$ cat src/hdl/ppe_ram.sv
// generic single-write, single-read ram with registered read data
`timescale 1ns / 1ps
`default_nettype none

module ppe_ram #(
  parameter int  Width = 32,
  parameter int  Depth = 16,
  localparam int AddrW = (Depth > 1) ? $clog2(Depth) : 1
) (
  input  wire logic             clk_i,
  input  wire logic             we_i,
  input  wire logic [AddrW-1:0] waddr_i,
  input  wire logic [Width-1:0] wdata_i,
  input  wire logic             re_i,
  input  wire logic [AddrW-1:0] raddr_i,
  output logic      [Width-1:0] rdata_o
);

  logic [Width-1:0] mem_q [Depth];
  logic [Width-1:0] rdata_q;

  always_ff @(posedge clk_i) begin
    if (we_i) begin
      mem_q[waddr_i] <= wdata_i;
    end
    if (re_i) begin
      rdata_q <= mem_q[raddr_i];
    end
  end

  assign rdata_o = rdata_q;

endmodule

`default_nettype wire

$ cat config.mk
export PLATFORM = sky130hd
export DESIGN_NAME = ppe_ram
export DESIGN_NICKNAME = d
export VERILOG_FILES = /design/src/hdl/ppe_ram.sv
export SDC_FILE = /design/constraint.sdc
export NUM_CORES = 1
export LEC_CHECK = 0
export BUFFER_PORTS_ARGS = -buffer_cell sky130_fd_sc_hd__buf_2
export CAP_MARGIN = 10
export CORE_MARGIN = 1.5
export CORE_UTILIZATION = 60
export CTS_CLUSTER_DIAMETER = 40
export DETAILED_ROUTE_END_ITERATION = 10
export PLACE_DENSITY = 0.78
export SETUP_SLACK_MARGIN = 0.2
export SLEW_MARGIN = 20
export SYNTH_ARGS = -nofsm -noshare
export SYNTH_HDL_FRONTEND = slang
export SYNTH_SLANG_ARGS = --single-unit
$ cat constraint.sdc
create_clock -name clk_i -period 12.1 [get_ports clk_i]
set_input_delay 2.42 -clock clk_i [delete_from_list [all_inputs] [get_ports clk_i]]
set_output_delay 2.42 -clock clk_i [all_outputs]
set_load 0.03 [all_outputs]
==> results list, run 1 <==
* Tightest Pin Transition: 1130 ps
- The synthesized-area fraction occupied by ao, oa, aoi and oai cells was 0.0238.
- The portion of synthesized area spent on multiplexers is 0.143.
* Mean number of vias per cell: 6.61
- TritonCTS built the clock tree.
- The cell sitting at the root of the clock tree is a clkbuf_16.
- The count of final hold-check violations was 0.
- Post-synthesis share of cell area spent on and, or, nand and nor gates: 0.0125
- The analysis attributes to cell leakage a power of 7.44 nW.
- Pins Over Slew Limit: 0
* Flip-flop and latch count after synthesis: 544
- The most used flip-flop cell after synthesis is edfxtp_1.
- In this run the tightest slew margin relative to its limit is 0.246.
- PortBufs: 74
- Floorplan die width: 186 um
* I/O pin count: 75
* Kind of end point of the critical path: flip-flop
* Setup violations, final: 0
* Endpoint of the lowest-slack register-to-register path: rdata_o[5]
- Counting cells, the worst reg-to-reg path comes to 3.
- For this run, the share of the core covered by cells in the final layout is 0.706.
- Entering global routing, the biggest net connects 79 pins.
- Timing would allow up to between 200 and 250 MHz.
- Clock latency on the worst-skew pair, taken at its later pin, is 600 ps.
- Number of flops mapped to enable cells by yosys: 544
* Count of vias placed by the detailed router: roughly 9.5k
* Worst setup skew after layout: 13.7 ps
- Number of violations reported at the end of detailed-routing iteration 0: 1267
* Type of the most critical hold path: reg -> reg
* Max IR drop VDD: approximately 0.12 mV
- The worst setup path is of the in -> reg kind.
- Setup repair after global routing missed its margin: false
- Counting every net in the synthesized netlist gives a little under 900.
- In this run the vertical extent of the chip is 186 um.
- Total Neg Setup Slack: 0 ps
- Counting distinct cell types in the post-synthesis netlist gives 17.
* Antenna violations before repair: 4
- Post-route minimum period: 4700 ps
- In this run the register-to-register setup slack is 10540 ps.
- Clk slew on worst S/H paths: approximately 60 ps
- Via count of the first global-routing pass: between 9k and 10k
- The startpoint identified for the worst register-to-register timing path is mem_q[3][5].
- The share of the Yosys chip area taken by registers is 0.810.
- Final period util: 0.388
- Last weighted congestion value of the routability-driven placer: 0.721
- Worst-case clock buffer depth: 3
- During synthesis, Yosys emitted a total of 0 warnings.
- Crit path max fanout: 78
- The first global-routing pass estimated 64900 um of wire.
- Counting instances in the post-synthesis netlist gives the leading cell types as 544 x edfxtp_1, 128 x mux4_2, 64 x a22oi_1.
* Worst min-delay path startpoint: mem_q[6][18]
- The clock tree synthesis step divided the H-tree into 2 levels.
* Detailed Route WL: 44100 um
- For this design the ratio of total power to cell area is 178 mW/mm^2.
* CTS Hold Buffers Added: 0
- Area of the mapped netlist: 0.0202 mm^2
- Top cells by area, synth: edfxtp_1 81%, mux4_2 14%, a22oi_1 2.4%, nand2_1 0.61%, buf_4 0.41%
- Top-count cell post-synth: edfxtp_1
- The biggest area contributor in the post-synthesis netlist is edfxtp_1.
- Synthesis produced a netlist whose cell count is 838.
* Total number of clock tree sinks: approximately 540
- Main combinational cell family by area after synthesis: multiplexers
- DRC: 0
- Averaged over all synthesized cells, the footprint is 24.1 um^2.
- Of all flip-flops after synthesis, the portion carrying an async set or reset was 0.
* Count of cells resized by post-cts repair: 0
- Arr. time, crit path: between 5000 and 6000 ps
- The core region is between 0.03 and 0.04 mm^2.
- Post-synth top area share: 0.810
- Along the worst hold path, the cell count comes to 3.
- After filler insertion, the fill cell instance count of the layout stands at 1832.
- Of the total synthesized cell area, the portion taken by XOR and XNOR cells is 0.
- In the final routed layout, each cell accounts on average for 30.5 um.
* Required arrival time at the worst endpoint: 12430 ps
- The path with the worst hold slack has its endpoint at rdata_o[18].
- Die footprint: around 0.035 mm^2
- Run status: finished, final reports clean
- The number of clock buffers added by TritonCTS is 60.
- Detailed placement ended at an HPWL of 19400 um.
- In the final design database the tool counted 996 nets.
- After clock tree synthesis, the setup repair step added 0 buffers.
- Fraction of final layout cells with drive strength greater than 1: 0.334
- Grt ovf: 0
- Drt first pass iters: 5
- Synth Area in Adders: 0
* Total routing usage reported by global routing: 0.261
- Site row count: 66
- Kind of start point of the critical path: primary input
- Initial standard-cell utilization of the core: 0.615
- The count of nets left with antenna violations once routing finished came out at 0.
- Compared with the post-synthesis result, the final layout area differs by 14.8%.
- Number of violations of the max-capacitance limit: 0
-- worst max-delay path by stage --
stage	startpoint	endpoint	slack, ps	depth (start not counted)
after detailed placement	raddr_i[0]	rdata_o[12]	6660	5
after global routing	raddr_i[0]	rdata_o[13]	7080	5
after global placement	raddr_i[0]	rdata_o[19]	6730	5
after floorplan	waddr_i[2]	mem_q[0][0]	6500	2
final	raddr_i[0]	rdata_o[11]	7400	5
after CTS	raddr_i[0]	rdata_o[12]	7260	5
-- critical path, stage by stage --
cell	delay, ps
clkbuf_8	700
buf_4	890
mux4_2	610
a22oi_1	220
nand2_1	70
-- layout make-up --
cell class / count / area [um^2] / share of cell area
sequential: 544 / 16300 / 0.705
antenna: 1 / 2.50 / 0.000108
multi-input combinational: 251 / 3760 / 0.162
timing repair buffer: 96 / 547 / 0.0236
clock buffer: 74 / 1580 / 0.0680
clock inverter: 36 / 389 / 0.0168
tap: 442 / 553 / 0.0239
-- power by group --
part,switching [W],internal [W]
clock,0.000737,0.00106
sequential,0.0000134,0.00212
combinational,0.000125,0.0000716
total,0.000875,0.00326
-- registers in the layout, indices dropped and copies added (netlist names) --
signal   count
rdata_o     32
mem_q      512
-- cells in the final DEF (no fill, tap or decap) --
cell and n:
edfxtp_1 544, inv_8 1, nor3_4 1, or3b_2 1, clkinv_4 3, buf_2 72
diode_2 1, nand3b_1 2, nand2b_1 2, nand3_1 1, clkbuf_16 61, clkinv_8 1
inv_6 8, nor2_4 13, bufinv_16 6, and2_2 1, buf_4 23, a22oi_1 64
nor3_2 3, clkbuf_8 1, nand2_1 33, clkinv_2 5, mux4_2 128, clkinv_1 8
clkbuf_1 13, nor2b_4 2, clkinvlp_4 4
-- cell families (layout without fill, tap and decap cells) --
kind of cell | Yosys count | in the layout
compound gates | 64 | 64
other cells | 0 | 1
buf+inv | 43 | 206
simple gates | 59 | 59
mux | 128 | 128
flops | 544 | 544
-- per-stage QoR --
| stage | hold slack (ps) | std cells | total power [W] | setup WS [ps] | instance area (um^2) |
|---|---|---|---|---|---|
| 6_report | 741 | 1444 | 0.00413 | 7400 | 23200 |
| 5_1_grt | 775 | 1444 | 0.00423 | 7080 | 23200 |
| 4_1_cts | 744 | 1443 | 0.00415 | 7260 | 23200 |
| 3_5_place_dp | 736 | 1333 | 0.00237 | 6660 | 21200 |
| 3_3_place_gp | 721 | 1333 | 0.00236 | 6730 | 21200 |
| 2_1_floorplan | 710 | 838 | 0.00229 | 6500 | 20200 |
-- routing by layer --
layer	global-route usage	up-vias	wire length, um
li1	-	3835	-
met1	0.370	4982	16200
met2	0.417	652	22100
met3	0.0557	71	4820
met4	0.0816	4	886
met5	0	-	26
Power figures use the tool's default switching activity.
==> run 2: changes to the inputs <==
==> constraint.sdc (replaced) <==
create_clock -name clk_i -period 4.9 [get_ports clk_i]
set_input_delay 0.98 -clock clk_i [delete_from_list [all_inputs] [get_ports clk_i]]
set_output_delay 0.98 -clock clk_i [all_outputs]
set_load 0.03 [all_outputs]
==> run 2 against run 1 <==
Net effect:
- largest power group unchanged
- largest cell class unchanged
- core utilization about the same
- critical path type unchanged
- register-to-register slack got worse by 7300 ps
- first-iteration DRC count shrank 4.2%
- clock power is 140% higher
- sequential power grew 150%
- highest routed layer unchanged
==> results list, run 2 (synthesized netlist as in run 1, its figures left out) <==
- Run status: finished, final reports clean (unchanged)
* Final Hold Slack: 744 ps (was 741 ps)
- The area after detailed placement is 0.0212 mm^2 (about the same).
- Count of cells resized by post-cts repair: 0 (unchanged)
- Grt ovf: 0 (unchanged)
- The endpoint class of the critical path is a flip-flop (unchanged).
* Post-DP HPWL: 21000 um (was 19400 um)
- Worst setup skew after layout: 22.7 ps (was 13.7 ps)
* Worst min-delay path startpoint: mem_q[14][26] (was mem_q[6][18])
- Crit path max fanout: 55 (was 78)
* Post-route minimum period: 2630 ps
* Total routing usage reported by global routing: 0.258 (was 0.261)
- Fraction of final layout cells with drive strength greater than 1: 0.330 (was 0.334)
* Number of instances on the worst hold path: 3 (unchanged)
* Initial standard-cell utilization of the core: 0.615 (unchanged)
- The standard cell core area came to 0.0328 mm^2 (unchanged).
- Largest reg by FF count: mem_q (unchanged)
- The final count of negative-setup-slack endpoints was 0 (unchanged).
- Via count of the first global-routing pass: 9838 (was 9847)
- The maximum buffer depth of the clock tree is 3 (unchanged).
- # fillers: 1814 (was 1832)
- Final period util: 0.537
* Max FFs per register: 512 (unchanged)
* Max frequency: 380 MHz
- The final antenna-violating net count is 0 (unchanged).
* Total number of clock tree sinks: 544 (unchanged)
* Required arrival time at the worst endpoint: 5230 ps (was 12430 ps)
* Highest-count cells in the layout ignoring fill and taps: 544 x edfxtp_1, 128 x mux4_2, 71 x buf_2 (was 544 x edfxtp_1, 128 x mux4_2, 72 x buf_2)
- The number of input and output port buffers inserted came to 74 (unchanged).
- The die span in y is 186 um (unchanged).
* Number of violations reported at the end of detailed-routing iteration 0: 1214 (was 1267)
* Mean number of vias per cell: 6.63 (was 6.61)
- The number of I/O pins was 75 (unchanged).
- The clock buffer count from CTS is 57 (was 60).
- Count of H-tree levels built during CTS: 2 (unchanged)
- The worst slew margin relative to its limit was 0.251 (was 0.246).
- Max IR drop VDD: 0.474 mV (was 0.124 mV)
- The weighted congestion at the end of routability-driven global placement came to 0.729 (was 0.721).
- The total leakage power was 7.43 nW (was 7.44 nW).
- Final routed wire length divided by cell count: 30.5 um (about the same)
- Worst Reg2Reg Path Length in Cells: 3 (unchanged)
- Endpoint of the lowest-slack register-to-register path: rdata_o[22] (was rdata_o[5])
- The clock root buffer was clkbuf_16 (unchanged).
- Clock Latency Late Sink: 590 ps (was 600 ps)
* Number of nets at the end of the flow: 996 (unchanged)
- The post-CTS repair timing setup buffer count was 0 (unchanged).
- The final sum of negative setup slack is 0 ps (unchanged).
- The total die area was 0.0347 mm^2 (unchanged).
- Classification of the worst setup path: in -> reg (unchanged)
- Layout overhead on the synthesized area: 14.7% (was 14.8%)
- The actual slew at the worst max-slew pin is 1120 ps (was 1130 ps).
- Count of vias placed by the detailed router: 9560 (was 9544)
- Clk slew on worst S/H paths: 60 ps (about the same)
- The startpoint kind of the worst setup timing path is a primary input (unchanged).
* Worst reg-to-reg setup slack: 3250 ps (was 10540 ps)
- Drt first pass iters: 5 (unchanged)
- The count of final hold-check violations was 0 (unchanged).
- Arr. time, crit path: 2960 ps (was 5030 ps)
- The launch instance of the worst register-to-register path is mem_q[11][22] (was mem_q[3][5]).
- The power density over the cells was 436 mW/mm^2 (was 178 mW/mm^2).
- Floorplan die width: 186 um (unchanged)
* Antenna violations before repair: 3 (was 4)
- Area of all placed cells without fillers: 0.0231 mm^2 (was 0.0232 mm^2)
- Most common cell after layout, fill and taps aside: edfxtp_1 (unchanged)
* Setup repair after global routing missed its margin: false (unchanged)
- First-pass GRT wire length: 64600 um (was 64900 um)
- The number of design rule violations left after detail routing came to 0 (unchanged).
- Detailed Route WL: 44000 um (was 44100 um)
- Pins Over Slew Limit: 0 (unchanged)
* Clock tree from TritonCTS: done (unchanged)
- The number of cell rows is 66 (unchanged).
* Type of the most critical hold path: reg -> reg (unchanged)
* Worst min-delay path endpoint: rdata_o[26] (was rdata_o[18])
* Largest net degree at the start of global routing: 59 (was 79)
- Number of violations of the max-capacitance limit: 0 (unchanged)
- End-of-flow core utilization: 0.706 (about the same)
* CTS Hold Buffers Added: 0 (unchanged)
==> run 2: area by class of cell <==
| class | count | area (um^2) | area share |
|---|---|---|---|
| flip-flops and latches | 544 | 16300 | 0.706 |
| diodes | 2 | 5.00 | 0.000216 |
| repair buffers | 99 | 609 | 0.0263 |
| multi-input cells | 251 | 3750 | 0.162 |
| clock buffers | 68 | 1490 | 0.0643 |
| well taps | 442 | 553 | 0.0239 |
| clock inverters | 36 | 407 | 0.0176 |
==> run 2: through the flow <==
step,instances,worst slack [ps],total power (W)
2_1_floorplan,838,740,0.00566
3_3_place_gp,1336,1750,0.00584
3_5_place_dp,1336,1720,0.00586
4_1_cts,1440,2280,0.0101
5_1_grt,1441,2110,0.0103
6_report,1442,2270,0.0101
==> run 2: critical path, cell delays in order <==
cell      delay (ps)
clkbuf_8         530
buf_4            450
mux4_2           570
a22oi_1          220
nand2_1          100
==> run 2: report_power, final <==
group	internal [W]	switching [W]	total [W]	leakage [nW]
combinational	0.000181	0.000314	0.000495	1.58
sequential	0.00524	0.0000323	0.00528	4.94
clock	0.00255	0.00177	0.00432	0.915
==> run 2: routing by layer <==
metal,wire [um],up-vias,GRT usage
met2,21400,616,0.401
met3,4490,68,0.0466
met4,915,2,0.0804
li1,-,3839,-
met5,11,-,0
met1,17200,5035,0.382
==> run 2: worst max path at each step <==
stage | from | to | slack (ps) | depth (start not counted)
after floorplan | waddr_i[2] | mem_q[0][0] | 740 | 2
after global placement | raddr_i[0] | rdata_o[2] | 1750 | 5
after detailed placement | raddr_i[0] | rdata_o[29] | 1720 | 5
after CTS | raddr_i[0] | rdata_o[29] | 2280 | 5
after global routing | raddr_i[0] | rdata_o[28] | 2110 | 5
final | raddr_i[0] | rdata_o[29] | 2270 | 5
==> run 3: changes to the inputs <==
==> constraint.sdc (replaced) <==
create_clock -name clk_i -period 2.74 [get_ports clk_i]
set_input_delay 0.548 -clock clk_i [delete_from_list [all_inputs] [get_ports clk_i]]
set_output_delay 0.548 -clock clk_i [all_outputs]
set_load 0.03 [all_outputs]
==> run 3 against run 2 <==
Net effect:
- design area increased by 1.1%
- clock-buffer cell count unchanged
- worst hold slack got worse by 390 ps
- sequential share of layout area decreased by 0.77 points
- critical path type unchanged
==> results list, run 3 (synthesized netlist as in run 1, its figures left out) <==
- The die span in y was 186 um (unchanged).
- The synthesis-to-layout area growth came to 16.0% (was 14.7%).
- Kind of end point of the critical path: flip-flop (unchanged)
- The clock tree skew after final layout came to 19.7 ps (was 22.7 ps).
- The routed design could run at a clock period as short as approximately 1900 ps.
* Uppermost routed layer: met5 (unchanged)
- Number of cells after detailed placement: 1346 (was 1336)
- Detailed Route WL: 43700 um (was 44000 um)
- Max FFs per register: 512 (unchanged)
- Run status: finished, final reports clean (unchanged).
- Combined area of the multi-input logic cells: 0.00377 mm^2 (was 0.00375 mm^2)
- Number of violations reported at the end of detailed-routing iteration 0: 1115 (was 1214)
* Clk slew on worst S/H paths: 60 ps (about the same)
* Type of the most critical hold path: in -> reg (was reg -> reg)
* Setup repair after global routing missed its margin: false (unchanged)
- The remaining global-route overflow was 0 (unchanged).
- CTS Hold Buffers Added: 0 (unchanged)
* Wire length on met1: 15700 um (was 17200 um)
- The clock root buffer is clkbuf_16 (unchanged).
- The post-route total power came to 0.0177 W (was 0.0101 W).
- The startpoint kind of the worst setup timing path is a primary input (unchanged).
- Met2 Routed Length: 22800 um (was 21400 um)
- Endpoint of the lowest-slack register-to-register path: rdata_o[4] (was rdata_o[22])
- The net count reported at finish came to 1004 (was 996).
- The fraction of layout cells with a size suffix above 1 came to 0.340 (was 0.330).
- The required arrival time at the worst endpoint is 3050 ps (was 5230 ps).
- The routed wire length per instance is 30.2 um (was 30.5 um).
- TritonCTS Buffers: 55 (was 57)
- Max transition margin: 0.451 (was 0.251)
- Die footprint: 0.0347 mm^2 (unchanged)
- Met3 Routed Length: 3890 um (was 4490 um)
- Largest net degree at the start of global routing: 50 (was 59)
- The launch instance of the worst register-to-register path was mem_q[3][4] (was mem_q[11][22]).
- Number of setup buffers added after CTS: 0 (unchanged)
- The number of input and output port buffers inserted was 74 (unchanged).
* Arr. time, crit path: 2160 ps (was 2960 ps)
* Total Neg Setup Slack: 0 ps (unchanged)
- Final period util: 0.676
- The number of I/O pins came to 75 (unchanged).
- Antenna Violating Nets Remaining: 0 (unchanged)
- Max frequency: 540 MHz
* Worst min-delay path endpoint: mem_q[5][19] (was rdata_o[26])
- The final count of negative-setup-slack endpoints was 0 (unchanged).
- DRC: 0 (unchanged)
- Worst Reg2Reg Path Length in Cells: 3 (unchanged)
- Most common cell after layout, fill and taps aside: edfxtp_1 (unchanged)
* Total routing usage reported by global routing: 0.258 (about the same)
- Initial standard-cell utilization of the core: 0.615 (unchanged)
- The peak supply drop was 0.508 mV (was 0.474 mV).
* Total number of clock tree sinks: 544 (unchanged)
- The first-pass GRT wire length is 64300 um (was 64600 um).
* Drt first pass iters: 5 (unchanged)
* Antenna violations before repair: 1 (was 3)
- Static Leakage: 7.50 nW (was 7.43 nW)
- Number of violations of the max-capacitance limit: 0 (unchanged)
- Worst reg-to-reg setup slack: 1190 ps (was 3250 ps)
- The number of inserted filler cells in the final layout is 1810 (was 1814).
- The hold path startpoint is wdata_i[19] (was mem_q[14][26]).
* Site row count: 66 (unchanged)
- The die span in x is 186 um (unchanged).
- Count of H-tree levels built during CTS: 2 (unchanged)
* Post-DP HPWL: 20800 um (was 21000 um)
- The diode insertion count for antenna repair is 0 (was 2).
- The largest register by flop count is mem_q (unchanged).
* Last weighted congestion value of the routability-driven placer: 0.700 (was 0.729)
- The end-of-flow core utilization came to 0.714 (was 0.706).
- Classification of the worst setup path: in -> reg (unchanged)
* Count of vias placed by the detailed router: 9519 (was 9560)
* Number of endpoints with negative hold slack in the final report: 0 (unchanged)
* Highest-count cells in the layout ignoring fill and taps: 544 x edfxtp_1, 128 x mux4_2, 72 x buf_2 (was 544 x edfxtp_1, 128 x mux4_2, 71 x buf_2)
- The clock tree from TritonCTS was done (unchanged).
- The area used by sequential logic in the layout is 0.0163 mm^2 (unchanged).
- Crit path max fanout: 32 (was 55)
- The number of resized instances in the post-cts repair step was 0 (unchanged).
- The instance count along the most critical hold path came to 1 (was 3).
- Total power divided by cell area: 758 mW/mm^2 (was 436 mW/mm^2)
- The vias per cell was 6.57 (was 6.63).
- The actual slew at the worst max-slew pin was 824 ps (was 1120 ps).
- The maximum buffer depth of the clock tree was 3 (unchanged).
* Final Hold Slack: 358 ps (was 744 ps)
- Via count of the first global-routing pass: 9795 (was 9838)
* Pins Over Slew Limit: 0 (unchanged)
- Clock Latency Late Sink: 570 ps (was 590 ps)
- The count of placed standard cells in the final layout, fillers left out came to 1448 (was 1442).
- The standard cell core area came to 0.0328 mm^2 (unchanged).
run 3: cell count changes in the layout (fill, tap and decap cells not counted), sizes merged:
cell | previous run | this run
inv | 5 | 3
buf | 98 | 108
clkinvlp | 2 | 8
bufinv | 7 | 5
clkinv | 22 | 18
diode | 2 | 0
run 3: area by class of cell:
type,instances,share of cell area
Clock inverter,34,0.0145
Multi-Input combinational cell,251,0.161
Timing Repair Buffer,109,0.0398
Sequential cell,544,0.698
Tap cell,442,0.0236
Clock buffer,68,0.0627
run 3: stage by stage:
step                cell area [um^2]  setup WS [ps]
finish                         23400            888
global route                   23400            835
CTS                            23400            920
detailed placement             21600            400
global placement               21600            417
floorplan                      20200           -136
run 3: per-layer routing:
metal	global-route usage	vias to the layer above
met5	0	-
met4	0.0963	2
met3	0.0374	104
met2	0.438	573
met1	0.345	4975
li1	-	3865
run 3: critical path, stage by stage:
cell and delay, ps:
clkbuf_8 300, buf_12 300, mux4_2 560, a22oi_1 280, nand2_1 100
run 3: how the worst max path moves through the flow:
stage,start,end,slack [ps]
3_3_place_gp,raddr_i[0],rdata_o[20],420
5_1_grt,raddr_i[0],rdata_o[25],840
3_5_place_dp,raddr_i[0],rdata_o[23],400
2_1_floorplan,waddr_i[2],mem_q[1][0],-140
4_1_cts,raddr_i[0],rdata_o[25],920
6_report,raddr_i[0],rdata_o[25],890
run 3: power breakdown:
| part | leakage (nW) | total [W] | switching [W] | internal (W) |
|---|---|---|---|---|
| sequential | 4.94 | 0.00943 | 0.0000590 | 0.00938 |
| clock | 0.860 | 0.00739 | 0.00309 | 0.00430 |
| combinational | 1.70 | 0.000915 | 0.000562 | 0.000353 |
| total | 7.50 | 0.0177 | 0.00371 | 0.0140 |
